### src/design/tssu_pkg.sv
// Shared types, constants and coil table for the three-axis stepper sequencer.
// No dependencies; imported by every module of the block.
`default_nettype none

package tssu_pkg;

   // field widths fixed by the item format
   localparam int STEPS_W    = 32;
   localparam int INTERVAL_W = 24;
   localparam int COIL_W     = 4;
   localparam int PHASE_W    = 3;
   localparam int CMD_W      = 2;
   localparam int PORT_AXES  = 3;

   // parameter defaults
   localparam int AXES_DEFAULT           = 3;
   localparam int PHASE_COUNT_DEFAULT    = 8;
   localparam int POSITION_WIDTH_DEFAULT = 48;

   localparam logic [INTERVAL_W-1:0] HOME_INTERVAL_RESET = INTERVAL_W'(3000);

   // command codes
   localparam logic [CMD_W-1:0] CMD_TICK = 2'd0;
   localparam logic [CMD_W-1:0] CMD_MOVE = 2'd1;
   localparam logic [CMD_W-1:0] CMD_HOME = 2'd2;

   // saturation limits of a home step count
   localparam logic [STEPS_W-1:0] STEPS_MAX = 32'h7FFF_FFFF;
   localparam logic [STEPS_W-1:0] STEPS_MIN = 32'h8000_0000;

   // two-coils-on full-step pattern, one row per phase modulo 4
   localparam logic [COIL_W-1:0] COIL_ROWS [4] = '{4'b0011, 4'b0110, 4'b1100, 4'b1001};

   typedef struct packed {
      logic tick;
      logic start;
   } lane_ctrl_type;

   typedef struct packed {
      logic              active_ff;
      logic              active_in;
      logic [COIL_W-1:0] coils_in;
   } lane_status_type;

   function automatic logic [COIL_W-1:0] coil_pattern(input logic [PHASE_W-1:0] phase);
      coil_pattern = COIL_ROWS[phase[1:0]];
   endfunction

endpackage

`default_nettype wire

### src/design/tssu_axis_lane.sv
// One axis lane: phase stepper, step counter and interval timer of one motor.
// Depends on tssu_pkg.
`default_nettype none

module tssu_axis_lane #(
   parameter int PHASE_COUNT = tssu_pkg::PHASE_COUNT_DEFAULT
) (
   input  wire                                      clock,
   input  wire                                      reset,
   input  wire tssu_pkg::lane_ctrl_type             ctrl,
   input  wire logic [tssu_pkg::STEPS_W-1:0]        start_steps,
   input  wire logic [tssu_pkg::INTERVAL_W-1:0]     start_interval,
   output tssu_pkg::lane_status_type                status
);
   import tssu_pkg::*;

   localparam logic [PHASE_W:0]   PHASE_LIMIT = (PHASE_W+1)'(PHASE_COUNT);
   localparam logic [PHASE_W-1:0] PHASE_TOP   = PHASE_W'(PHASE_COUNT - 1);

   logic [PHASE_W-1:0]    phase_ff, phase_in;
   logic [STEPS_W-1:0]    steps_left_ff, steps_left_in;
   logic                  step_down_ff, step_down_in;
   logic [INTERVAL_W-1:0] timer_ff, timer_in;
   logic [INTERVAL_W-1:0] load_ff, load_in;
   logic                  active_ff, active_in;
   logic [COIL_W-1:0]     coils_ff, coils_in;

   logic                  start_neg;
   logic                  dir;
   logic [PHASE_W:0]      phase_up;
   logic [PHASE_W-1:0]    phase_step;
   logic [INTERVAL_W-1:0] interval_fix;
   logic [INTERVAL_W-1:0] timer_dec;

   assign start_neg    = start_steps[STEPS_W-1];
   assign dir          = ctrl.start ? start_neg : step_down_ff;
   assign phase_up     = {1'b0, phase_ff} + (PHASE_W+1)'(1);
   assign interval_fix = (start_interval == '0) ? INTERVAL_W'(1) : start_interval;
   assign timer_dec    = (timer_ff != '0) ? timer_ff - INTERVAL_W'(1) : '0;

   // next phase for one step in the chosen direction
   always_comb begin
      if (dir) begin
         if (phase_ff == '0 || {1'b0, phase_ff} >= PHASE_LIMIT) begin
            phase_step = PHASE_TOP;
         end else begin
            phase_step = phase_ff - PHASE_W'(1);
         end
      end else begin
         if (phase_up >= PHASE_LIMIT) begin
            phase_step = '0;
         end else begin
            phase_step = phase_up[PHASE_W-1:0];
         end
      end
   end

   always_comb begin
      phase_in      = phase_ff;
      steps_left_in = steps_left_ff;
      step_down_in  = step_down_ff;
      timer_in      = timer_ff;
      load_in       = load_ff;
      active_in     = active_ff;
      coils_in      = coils_ff;
      if (ctrl.start) begin
         step_down_in = start_neg;
         load_in      = interval_fix;
         if (start_steps == '0) begin
            coils_in      = '0;
            active_in     = 1'b0;
            steps_left_in = '0;
            timer_in      = '0;
         end else begin
            phase_in      = phase_step;
            coils_in      = coil_pattern(phase_step);
            // count minus one: ~s for a negative count, s - 1 otherwise
            steps_left_in = start_neg ? ~start_steps : start_steps - STEPS_W'(1);
            timer_in      = interval_fix;
            active_in     = 1'b1;
         end
      end else if (ctrl.tick && active_ff) begin
         timer_in = timer_dec;
         if (timer_dec == '0) begin
            if (steps_left_ff != '0) begin
               phase_in      = phase_step;
               coils_in      = coil_pattern(phase_step);
               steps_left_in = steps_left_ff - STEPS_W'(1);
               timer_in      = load_ff;
            end else begin
               coils_in  = '0;
               active_in = 1'b0;
            end
         end
      end
   end

   always_ff @(posedge clock) begin
      if (reset) begin
         phase_ff      <= '0;
         steps_left_ff <= '0;
         step_down_ff  <= 1'b0;
         timer_ff      <= '0;
         load_ff       <= '0;
         active_ff     <= 1'b0;
         coils_ff      <= '0;
      end else begin
         phase_ff      <= phase_in;
         steps_left_ff <= steps_left_in;
         step_down_ff  <= step_down_in;
         timer_ff      <= timer_in;
         load_ff       <= load_in;
         active_ff     <= active_in;
         coils_ff      <= coils_in;
      end
   end

   assign status.active_ff = active_ff;
   assign status.active_in = active_in;
   assign status.coils_in  = coils_in;

endmodule

`default_nettype wire

### src/design/tssu_position.sv
// Step position tracker of one axis, with the registered home step count.
// Depends on tssu_pkg.
`default_nettype none

module tssu_position #(
   parameter int POSITION_WIDTH = tssu_pkg::POSITION_WIDTH_DEFAULT
) (
   input  wire                                 clock,
   input  wire                                 reset,
   input  wire                                 start,
   input  wire logic [tssu_pkg::STEPS_W-1:0]   start_steps,
   output logic signed [POSITION_WIDTH-1:0]    position_in,
   output logic [tssu_pkg::STEPS_W-1:0]        home_steps
);
   import tssu_pkg::*;

   logic signed [POSITION_WIDTH-1:0] position_ff;
   logic [STEPS_W-1:0]               home_steps_ff, home_steps_in;
   logic [POSITION_WIDTH-1:0]        back;
   logic [POSITION_WIDTH-STEPS_W:0]  back_top;
   logic [POSITION_WIDTH-1:0]        steps_ext;

   assign steps_ext   = {{(POSITION_WIDTH-STEPS_W){start_steps[STEPS_W-1]}}, start_steps};
   assign position_in = start ? position_ff + $signed(steps_ext) : position_ff;

   // negated position, saturated into the 32-bit step range
   assign back     = '0 - position_ff;
   assign back_top = back[POSITION_WIDTH-1:STEPS_W-1];

   always_comb begin
      if ((&back_top) || !(|back_top)) begin
         home_steps_in = back[STEPS_W-1:0];
      end else begin
         home_steps_in = back[POSITION_WIDTH-1] ? STEPS_MIN : STEPS_MAX;
      end
   end

   always_ff @(posedge clock) begin
      if (reset) begin
         position_ff   <= '0;
         home_steps_ff <= '0;
      end else begin
         position_ff   <= position_in;
         home_steps_ff <= home_steps_in;
      end
   end

   assign home_steps = home_steps_ff;

endmodule

`default_nettype wire

### src/design/three_axis_stepper_sequencer_unit.sv
// Throughput: one item per clock while req_stall is low; each accepted item updates
// every lane, and its result is registered in the output register or the skid entry.
// A two-entry output buffer (output register plus skid) keeps input flowing while
// a result waits; req_stall rises only when both entries hold results.
// Reset (synchronous, active high): all axes idle, coils off, positions zero,
// home interval 3000 ticks, output buffer empty.
`default_nettype none

module three_axis_stepper_sequencer_unit #(
   parameter int AXES           = tssu_pkg::AXES_DEFAULT,
   parameter int PHASE_COUNT    = tssu_pkg::PHASE_COUNT_DEFAULT,
   parameter int POSITION_WIDTH = tssu_pkg::POSITION_WIDTH_DEFAULT
) (
   input  wire                                    clock,
   input  wire                                    reset,
   // input channel
   input  wire                                    req_valid,
   output logic                                   req_stall,
   input  wire logic [tssu_pkg::CMD_W-1:0]        req_command,
   input  wire logic signed [tssu_pkg::STEPS_W-1:0] req_steps_a,
   input  wire logic signed [tssu_pkg::STEPS_W-1:0] req_steps_b,
   input  wire logic signed [tssu_pkg::STEPS_W-1:0] req_steps_c,
   input  wire logic [tssu_pkg::INTERVAL_W-1:0]   req_interval_a,
   input  wire logic [tssu_pkg::INTERVAL_W-1:0]   req_interval_b,
   input  wire logic [tssu_pkg::INTERVAL_W-1:0]   req_interval_c,
   // result channel
   output logic                                   rsp_valid,
   input  wire                                    rsp_stall,
   output logic [tssu_pkg::COIL_W-1:0]            rsp_coils_a,
   output logic [tssu_pkg::COIL_W-1:0]            rsp_coils_b,
   output logic [tssu_pkg::COIL_W-1:0]            rsp_coils_c,
   output logic                                   rsp_busy_res,
   output logic                                   rsp_rejected,
   output logic signed [POSITION_WIDTH-1:0]       rsp_position_a,
   output logic signed [POSITION_WIDTH-1:0]       rsp_position_b,
   // configuration write channel
   input  wire                                    csr_valid,
   output logic                                   csr_ready,
   input  wire logic [tssu_pkg::INTERVAL_W-1:0]   csr_home_interval
);
   import tssu_pkg::*;

   // only the first three axes can ever be commanded; positions exist for a and b
   localparam int LANES    = (AXES < PORT_AXES) ? AXES : PORT_AXES;
   localparam int POS_AXES = (LANES < 2) ? LANES : 2;

   typedef struct packed {
      logic [COIL_W-1:0]                coils_a;
      logic [COIL_W-1:0]                coils_b;
      logic [COIL_W-1:0]                coils_c;
      logic                             busy;
      logic                             rejected;
      logic signed [POSITION_WIDTH-1:0] position_a;
      logic signed [POSITION_WIDTH-1:0] position_b;
   } result_type;

   // configuration register
   logic [INTERVAL_W-1:0] home_interval_ff, home_interval_in;

   // handshake and command decode
   logic          accept;
   logic          is_motion;
   logic          busy_now;
   logic          busy_next;
   logic          start_go;
   lane_ctrl_type lane_ctrl;

   // per-axis start data and lane results
   logic [STEPS_W-1:0]               req_steps_arr  [PORT_AXES];
   logic [INTERVAL_W-1:0]            req_iv_arr     [PORT_AXES];
   logic [STEPS_W-1:0]               start_steps    [PORT_AXES];
   logic [INTERVAL_W-1:0]            start_iv       [PORT_AXES];
   logic [STEPS_W-1:0]               home_steps     [PORT_AXES];
   lane_status_type                  lane_status    [PORT_AXES];
   logic signed [POSITION_WIDTH-1:0] position_next  [2];

   // output buffer
   result_type result_new;
   result_type out_ff, out_in;
   result_type skid_ff, skid_in;
   logic       rsp_valid_ff, rsp_valid_in;
   logic       skid_valid_ff, skid_valid_in;
   logic       take;

   // ---------------------------------------------------------------
   // Configuration: always ready, the block is idle by contract.
   // ---------------------------------------------------------------
   assign csr_ready        = 1'b1;
   assign home_interval_in = (csr_valid && csr_ready) ? csr_home_interval : home_interval_ff;

   always_ff @(posedge clock) begin
      if (reset) begin
         home_interval_ff <= HOME_INTERVAL_RESET;
      end else begin
         home_interval_ff <= home_interval_in;
      end
   end

   // ---------------------------------------------------------------
   // Command decode. A move or home transfer while any lane is active
   // is dropped and flagged as rejected.
   // ---------------------------------------------------------------
   assign accept    = req_valid && !req_stall;
   assign is_motion = req_command inside {CMD_MOVE, CMD_HOME};
   assign start_go  = accept && is_motion && !busy_now;

   assign lane_ctrl.tick  = accept && (req_command == CMD_TICK);
   assign lane_ctrl.start = start_go;

   assign req_steps_arr[0] = req_steps_a;
   assign req_steps_arr[1] = req_steps_b;
   assign req_steps_arr[2] = req_steps_c;
   assign req_iv_arr[0]    = req_interval_a;
   assign req_iv_arr[1]    = req_interval_b;
   assign req_iv_arr[2]    = req_interval_c;

   // Home: a and b run back by their saturated negated positions at the
   // configured interval, c gets a zero count.
   always_comb begin
      for (int k = 0; k < PORT_AXES; k++) begin
         if (req_command == CMD_HOME) begin
            start_steps[k] = home_steps[k];
            start_iv[k]    = home_interval_ff;
         end else begin
            start_steps[k] = req_steps_arr[k];
            start_iv[k]    = req_iv_arr[k];
         end
      end
   end

   // ---------------------------------------------------------------
   // Lanes, one per axis, and position trackers for axes a and b.
   // ---------------------------------------------------------------
   for (genvar k = 0; k < PORT_AXES; k++) begin : g_lane
      if (k < LANES) begin : g_live
         tssu_axis_lane #(
            .PHASE_COUNT    (PHASE_COUNT)
         ) u_lane (
            .clock          (clock),
            .reset          (reset),
            .ctrl           (lane_ctrl),
            .start_steps    (start_steps[k]),
            .start_interval (start_iv[k]),
            .status         (lane_status[k])
         );
      end else begin : g_absent
         assign lane_status[k] = '0;
      end
   end

   for (genvar k = 0; k < 2; k++) begin : g_pos
      if (k < POS_AXES) begin : g_live
         tssu_position #(
            .POSITION_WIDTH (POSITION_WIDTH)
         ) u_position (
            .clock          (clock),
            .reset          (reset),
            .start          (start_go),
            .start_steps    (start_steps[k]),
            .position_in    (position_next[k]),
            .home_steps     (home_steps[k])
         );
      end else begin : g_absent
         assign position_next[k] = '0;
         assign home_steps[k]    = '0;
      end
   end

   assign home_steps[2] = '0;

   // ---------------------------------------------------------------
   // Merge: busy before and after the item, and the result record.
   // ---------------------------------------------------------------
   always_comb begin
      busy_now  = 1'b0;
      busy_next = 1'b0;
      for (int k = 0; k < PORT_AXES; k++) begin
         busy_now  = busy_now  | lane_status[k].active_ff;
         busy_next = busy_next | lane_status[k].active_in;
      end
   end

   always_comb begin
      result_new.coils_a    = lane_status[0].coils_in;
      result_new.coils_b    = lane_status[1].coils_in;
      result_new.coils_c    = lane_status[2].coils_in;
      result_new.busy       = busy_next;
      result_new.rejected   = is_motion && busy_now;
      result_new.position_a = position_next[0];
      result_new.position_b = position_next[1];
   end

   // ---------------------------------------------------------------
   // Output register with one skid entry. Stall input only when the
   // skid entry is full; refill the output register from skid first.
   // ---------------------------------------------------------------
   assign req_stall = skid_valid_ff;
   assign take      = rsp_valid_ff && !rsp_stall;

   always_comb begin
      out_in        = out_ff;
      skid_in       = skid_ff;
      rsp_valid_in  = rsp_valid_ff;
      skid_valid_in = skid_valid_ff;
      if (skid_valid_ff) begin
         if (take) begin
            out_in        = skid_ff;
            skid_valid_in = 1'b0;
         end
      end else if (accept) begin
         if (!rsp_valid_ff || take) begin
            out_in       = result_new;
            rsp_valid_in = 1'b1;
         end else begin
            skid_in       = result_new;
            skid_valid_in = 1'b1;
         end
      end else if (take) begin
         rsp_valid_in = 1'b0;
      end
   end

   always_ff @(posedge clock) begin
      if (reset) begin
         rsp_valid_ff  <= 1'b0;
         skid_valid_ff <= 1'b0;
      end else begin
         rsp_valid_ff  <= rsp_valid_in;
         skid_valid_ff <= skid_valid_in;
      end
   end

   // payload holds, no reset needed
   always_ff @(posedge clock) begin
      out_ff  <= out_in;
      skid_ff <= skid_in;
   end

   assign rsp_valid      = rsp_valid_ff;
   assign rsp_coils_a    = out_ff.coils_a;
   assign rsp_coils_b    = out_ff.coils_b;
   assign rsp_coils_c    = out_ff.coils_c;
   assign rsp_busy_res   = out_ff.busy;
   assign rsp_rejected   = out_ff.rejected;
   assign rsp_position_a = out_ff.position_a;
   assign rsp_position_b = out_ff.position_b;

   // ---------------------------------------------------------------
   // Assertions
   // ---------------------------------------------------------------
   // skid entry fills only behind a held output register
   assert property (@(posedge clock) disable iff (reset) skid_valid_ff |-> rsp_valid_ff)
      else $error("skid entry valid while output register empty");

   // a rejected command leaves the axes running
   assert property (@(posedge clock) disable iff (reset)
      (rsp_valid && rsp_rejected) |-> rsp_busy_res)
      else $error("rejected result without busy");

   // idle axes have their coils off
   assert property (@(posedge clock) disable iff (reset)
      (rsp_valid && !rsp_busy_res) |->
         (rsp_coils_a == '0 && rsp_coils_b == '0 && rsp_coils_c == '0))
      else $error("coils energized while idle");

   // a waiting skid entry is neither lost nor overwritten
   assert property (@(posedge clock) disable iff (reset)
      (skid_valid_ff && !take) |=> skid_valid_ff && $stable(skid_ff))
      else $error("skid entry lost or overwritten");

endmodule

`default_nettype wire

### config.mk
export PLATFORM = sky130hd
export DESIGN_NAME = three_axis_stepper_sequencer_unit
export DESIGN_NICKNAME = d
export VERILOG_FILES = /design/src/design/tssu_pkg.sv /design/src/design/tssu_axis_lane.sv /design/src/design/tssu_position.sv /design/src/design/three_axis_stepper_sequencer_unit.sv
export SDC_FILE = /design/constraint.sdc
export NUM_CORES = 2
export LEC_CHECK = 0
export BUFFER_PORTS_ARGS = -buffer_cell sky130_fd_sc_hd__buf_2
export CORE_MARGIN = 3
export CORE_UTILIZATION = 40
export CTS_BUF_LIST = sky130_fd_sc_hd__clkbuf_4 sky130_fd_sc_hd__clkbuf_8 sky130_fd_sc_hd__clkbuf_16
export DETAILED_ROUTE_END_ITERATION = 16
export GPL_TIMING_DRIVEN = 0
export MAX_ROUTING_LAYER = met4
export PLACE_DENSITY = 0.65
export SYNTH_ARGS = -nofsm -noshare
export SYNTH_HDL_FRONTEND = slang
export SYNTH_SLANG_ARGS = --single-unit
### constraint.sdc
create_clock -name clock -period 9.9 [get_ports clock]
set_input_delay 0.495 -clock clock [delete_from_list [all_inputs] [get_ports clock]]
set_output_delay 0.495 -clock clock [all_outputs]
set_load 0.02 [all_outputs]
==> flow_summary_export.csv <==
group,metric,value,unit
clocking,tritoncts,"yes",
final_layout,multi_input_comb_area,23300,sq um
clocking,cts.sinks,673,
grt,antenna_found_initial,32,
routing,detail-route-antenna-nets,0,
clocking,clk_transition_reported_paths,0.06,ns
routing,detailedRoute.firstPassIterationCount,9,
yosys,postSynth.topFlopCell,"sky130_fd_sc_hd__dfxtp_1",
clocking,cts_setup_buffers,0,
yosys,avgSynthCellArea,8.42,sq um
floorplan,starting_density_of_the_core,0.406,
worst_setup_path,cp_max_fo,10,
sta,final_max_slew_viol_count,22,
power_and_ir_drop,static-leakage-power,19.1,nW
clocking,cts_buffer_depth,3,
yosys,postSynthRegisterBits,673,
grt,grt_overflow,0,
worst_hold_path,hold_class,"primary input to register",
power_and_ir_drop,power.density_cell_area,219,nW/um^2
clocking,cts_hold_buf,0,
sta,clock_skew,0.0395,ns
yosys,synth-async-reset-ratio,0,
sta,grt_setup_unrepaired,"no",
floorplan,core_area,101000,sq um
routing,wl_met3,20100,um
power_and_ir_drop,p_sw_frac,0.382,
routing,post-route-drc-count,0,
grt,globalRouteTotalUtil,0.323,
final_layout,design.final.nets,5572,
yosys,synth_sequential_area_ratio,0.383,
worst_setup_path,crit_path_max_incr_delay,0.90,ns
worst_setup_path,worstPathCellList,"buf_2, inv_1, ha_1, buf_2, buf_2, buf_1, buf_2, buf_2, buf_1, clkbuf_1, clkbuf_1, mux2i_1, ha_1, o2111ai_1, nor3_1, nand3_1, nor4_1, a21oi_1, a21oi_1, clkbuf_1, o22ai_1, o211a_1",
outcome,failing_checks,"max-capacitance violations, max-slew violations, negative setup slack",
sta,finalWorstSetupSlack,-0.0943,ns
sta,relSlewSlack,-0.113,
worst_setup_path,timing.critical_path.from_type,"primary input",
yosys,synth-edff-count,220,
clocking,worst_skew_pair.late_latency,0.68,ns
final_layout,area_delta_synth_final,15.3,%
power_and_ir_drop,net-switching-power,0.00394,W
sta,max_freq,100,MHz
final_layout,fillCellCount,10100,
sta,layout_min_cycle_time,9.99,ns
final_layout,layout.area.seq,15700,sq um
grt,grt_max_degree,59,
worst_setup_path,cp_common_cell,"sky130_fd_sc_hd__buf_2",
yosys,synth_cell_types,94,
worst_setup_path,required,10.43,ns
routing,routed_via_density,6.09,
yosys,yosys_warnings,0,
floorplan,io-pin-count,312,
placed_design,dpl.hpwl,133000,um
worst_setup_path,critical_path.n_buffers_inverters,11,
yosys,synth_cells,4857,
final_layout,most_frequent_standard_cell_in_the_layout_excluding_fill_and_tap_cells,"sky130_fd_sc_hd__nor2_1",
power_and_ir_drop,irDropWorstVdd,0.130,mV
final_layout,highest_count_cells_in_the_layout_ignoring_fill_and_taps,"466 x sky130_fd_sc_hd__nor2_1, 453 x sky130_fd_sc_hd__dfxtp_1, 437 x sky130_fd_sc_hd__nand2_1, 365 x sky130_fd_sc_hd__a21oi_1, 336 x sky130_fd_sc_hd__buf_2",
routing,met2_length,72800,um
worst_setup_path,cpLargestDelayFamily,"buffers and inverters",
floorplan,std_cell_rows,116,
routing,drt-wirelength-per-cell,25.8,um
floorplan,width_of_the_die,326,um
routing,maxUsedRoutingLayer,"met4",
grt,number_of_global_route_vias_before_repair,38200,
run,max_cap_viol_count,2,
routing,vias,40800,
sta,setup_tns,-0.0943,ns
sta,finalCritPeriodShare,1.01,
power_and_ir_drop,post-layout-total-power,0.0103,W
power_and_ir_drop,clock_power_share,0.303,
sta,hold_viol_final,0,
yosys,synth_nets,5174,
clocking,post_cts_resized,0,
grt,grt_first_pass_wirelength,251000,um
outcome,status,"complete, but fails checks",
clocking,tritoncts.num_buffers,78,
placed_design,port_buffers,309,
clocking,clock_h_tree_levels,3,
placed_design,preCtsSetupSlack,-0.118,ns
placed_design,gp_routability_congestion,1.05,
power_and_ir_drop,internal-power,0.00638,W
yosys,synth.cell_area,40900,sq um
floorplan,die_area,106000,sq um
floorplan,chipHeight,326,um
final_layout,layout_cell_share_with_drive_strength_beyond_1,0.127,
sta,setup_viol,1,
power_and_ir_drop,power_frac_comb,0.359,
routing,postRouteWirelength,173000,um
sta,timing_worst_slew_pin_value,1.67,ns
worst_setup_path,setup.worst_path.end_class,"register",
worst_setup_path,criticalPathCategory,"primary input to register",
worst_setup_path,critPathArrivalTime,10.52,ns
worst_setup_path,critPathSlowestCell,"sky130_fd_sc_hd__clkbuf_1",
power_and_ir_drop,power.share.sequential,0.338,
routing,drt-initial-drc-count,5040,
routing,drt-met1-wl,69600,um
clocking,cts-root-buf,"sky130_fd_sc_hd__clkbuf_16",
## Yosys cell counts, drive strengths merged (11+ instances only)
master | count | area [sq um]
nor2 | 467 | 1760
dfxtp | 453 | 9070
nand2 | 437 | 1640
a21oi | 367 | 1850
o21ai | 342 | 1710
clkbuf | 227 | 853
edfxtp | 220 | 6610
inv | 216 | 811
nor3 | 214 | 1090
xnor2 | 162 | 1420
nor4 | 125 | 822
mux2 | 124 | 1400
ha | 116 | 1450
xor2 | 113 | 990
mux2i | 110 | 1100
a21o | 94 | 706
nand3 | 91 | 455
and2 | 87 | 547
a211oi | 73 | 548
buf | 58 | 269
or3 | 53 | 332
a31oi | 48 | 300
nand4 | 42 | 263
or4 | 42 | 323
o31ai | 37 | 278
o21a | 35 | 263
o211ai | 32 | 245
nor2b | 30 | 188
o22ai | 29 | 181
and3 | 28 | 175
a221oi | 26 | 228
nor3b | 26 | 195
a21boi | 24 | 180
a2111oi | 23 | 201
a22oi | 23 | 173
or2 | 22 | 138
nand2b | 20 | 125
nand3b | 15 | 113
o41ai | 14 | 130
nand4b | 13 | 120
o21bai | 13 | 97.6
a32o | 12 | 120
o311ai | 12 | 105
a311oi | 11 | 96.3
## flip-flops by register name, indices dropped and copies added, names as in the netlist
signal and flops:
g_lane.g_live.u_lane.load_ff 72, rsp_busy_res 1, g_lane.g_live.u_lane.phase_ff 9, rsp_coils_c 4
rsp_valid 1, home_interval_ff 24, g_pos.g_live.u_position.position_ff 96, skid_ff 110
rsp_coils_a 4, g_lane.g_live.u_lane.steps_left_ff 96, g_lane.g_live.u_lane.coils_ff 12, g_lane.g_live.u_lane.timer_ff 72
rsp_coils_b 4, rsp_position_a 48, g_lane.g_live.u_lane.active_ff 3, g_lane.g_live.u_lane.step_down_ff 3
rsp_rejected 1, req_stall 1, g_pos.g_live.u_position.home_steps 64, rsp_position_b 48
## power by group through the flow
stage	Clock (W)	Combinational [W]	Sequential, W
global route	0.00326	0.00403	0.00352
floorplan	0	0.00246	0.00355
detailed placement	0	0.00359	0.00353
finish	0.00313	0.00371	0.00349
CTS	0.00316	0.00361	0.00348
global placement	0	0.00356	0.00354
## cell families (layout without fill, tap and decap cells)
group                      count (synthesis)  in the layout  share of synthesized area
AOI/OAI and AO/OA                       1317           1317                      0.204
muxes                                    234            234                     0.0611
buffers and inverters                    502            965                     0.0474
xor gates and xnor gates                 275            275                     0.0589
adders and majority gates                118            118                     0.0365
and+or+nand+nor                         1737           1737                      0.209
other                                      1             29                  0.0000917
DFF                                      673            673                      0.383
## worst reg2reg max path, cell delays in order, from the launching register on
cell and delay [ns]:
sky130_fd_sc_hd__dfxtp_1 0.33, sky130_fd_sc_hd__clkbuf_1 0.26, sky130_fd_sc_hd__nor2b_1 0.08, sky130_fd_sc_hd__clkbuf_1 0.35, sky130_fd_sc_hd__nand3_1 0.44, sky130_fd_sc_hd__clkbuf_1 0.94, sky130_fd_sc_hd__clkbuf_1 0.80, sky130_fd_sc_hd__buf_1 0.85
sky130_fd_sc_hd__buf_1 0.85, sky130_fd_sc_hd__clkbuf_1 1.06, sky130_fd_sc_hd__a21oi_1 0.55, sky130_fd_sc_hd__o21ai_0 0.57
## layer usage
layer  vias to the layer above  track usage
met3                       483       0.0807
met4                         0        0.172
met5                         -            -
li1                      18600            -
met1                     19400        0.415
met2                      2338        0.466
## per-stage QoR
| stage | hold WS, ns | cells | instance area (sq um) | utilization |
|---|---|---|---|---|
| final | 0.0650 | 6705 | 47200 | 0.468 |
| after global routing | 0.0783 | 6699 | 47100 | 0.468 |
| after CTS | 0.0519 | 6675 | 47100 | 0.467 |
| after detailed placement | 0.445 | 6530 | 44300 | 0.440 |
| after global placement | 0.442 | 6523 | 44100 | 0.438 |
| after floorplan | 0.433 | 4857 | 40900 | - |
## layout make-up
class,count,area share
Sequential cell,673,0.332
Tap cell,1357,0.0360
Clock inverter,41,0.0100
Buffer,285,0.0239
Timing Repair Buffer,318,0.0369
Antenna cell,28,0.00149
Inverter,217,0.0173
Multi-Input combinational cell,3682,0.494
Clock buffer,104,0.0481
## worst paths after layout
| kind | startpoint | to | slack, ns | cells after the start |
|---|---|---|---|---|
| worst max register to register | req_stall | rsp_position_b[34] | 2.55 | 11 |
| worst max-delay path | req_command[0] | g_lane[0].g_live.u_lane.timer_ff[0] | -0.09 | 22 |
| worst min register to register | g_lane[1].g_live.u_lane.load_ff[22] | g_lane[1].g_live.u_lane.load_ff[22] | 0.46 | 2 |
| worst min-delay path | csr_home_interval[3] | home_interval_ff[3] | 0.06 | 3 |
Note: power is estimated with default switching activity, not from simulation.
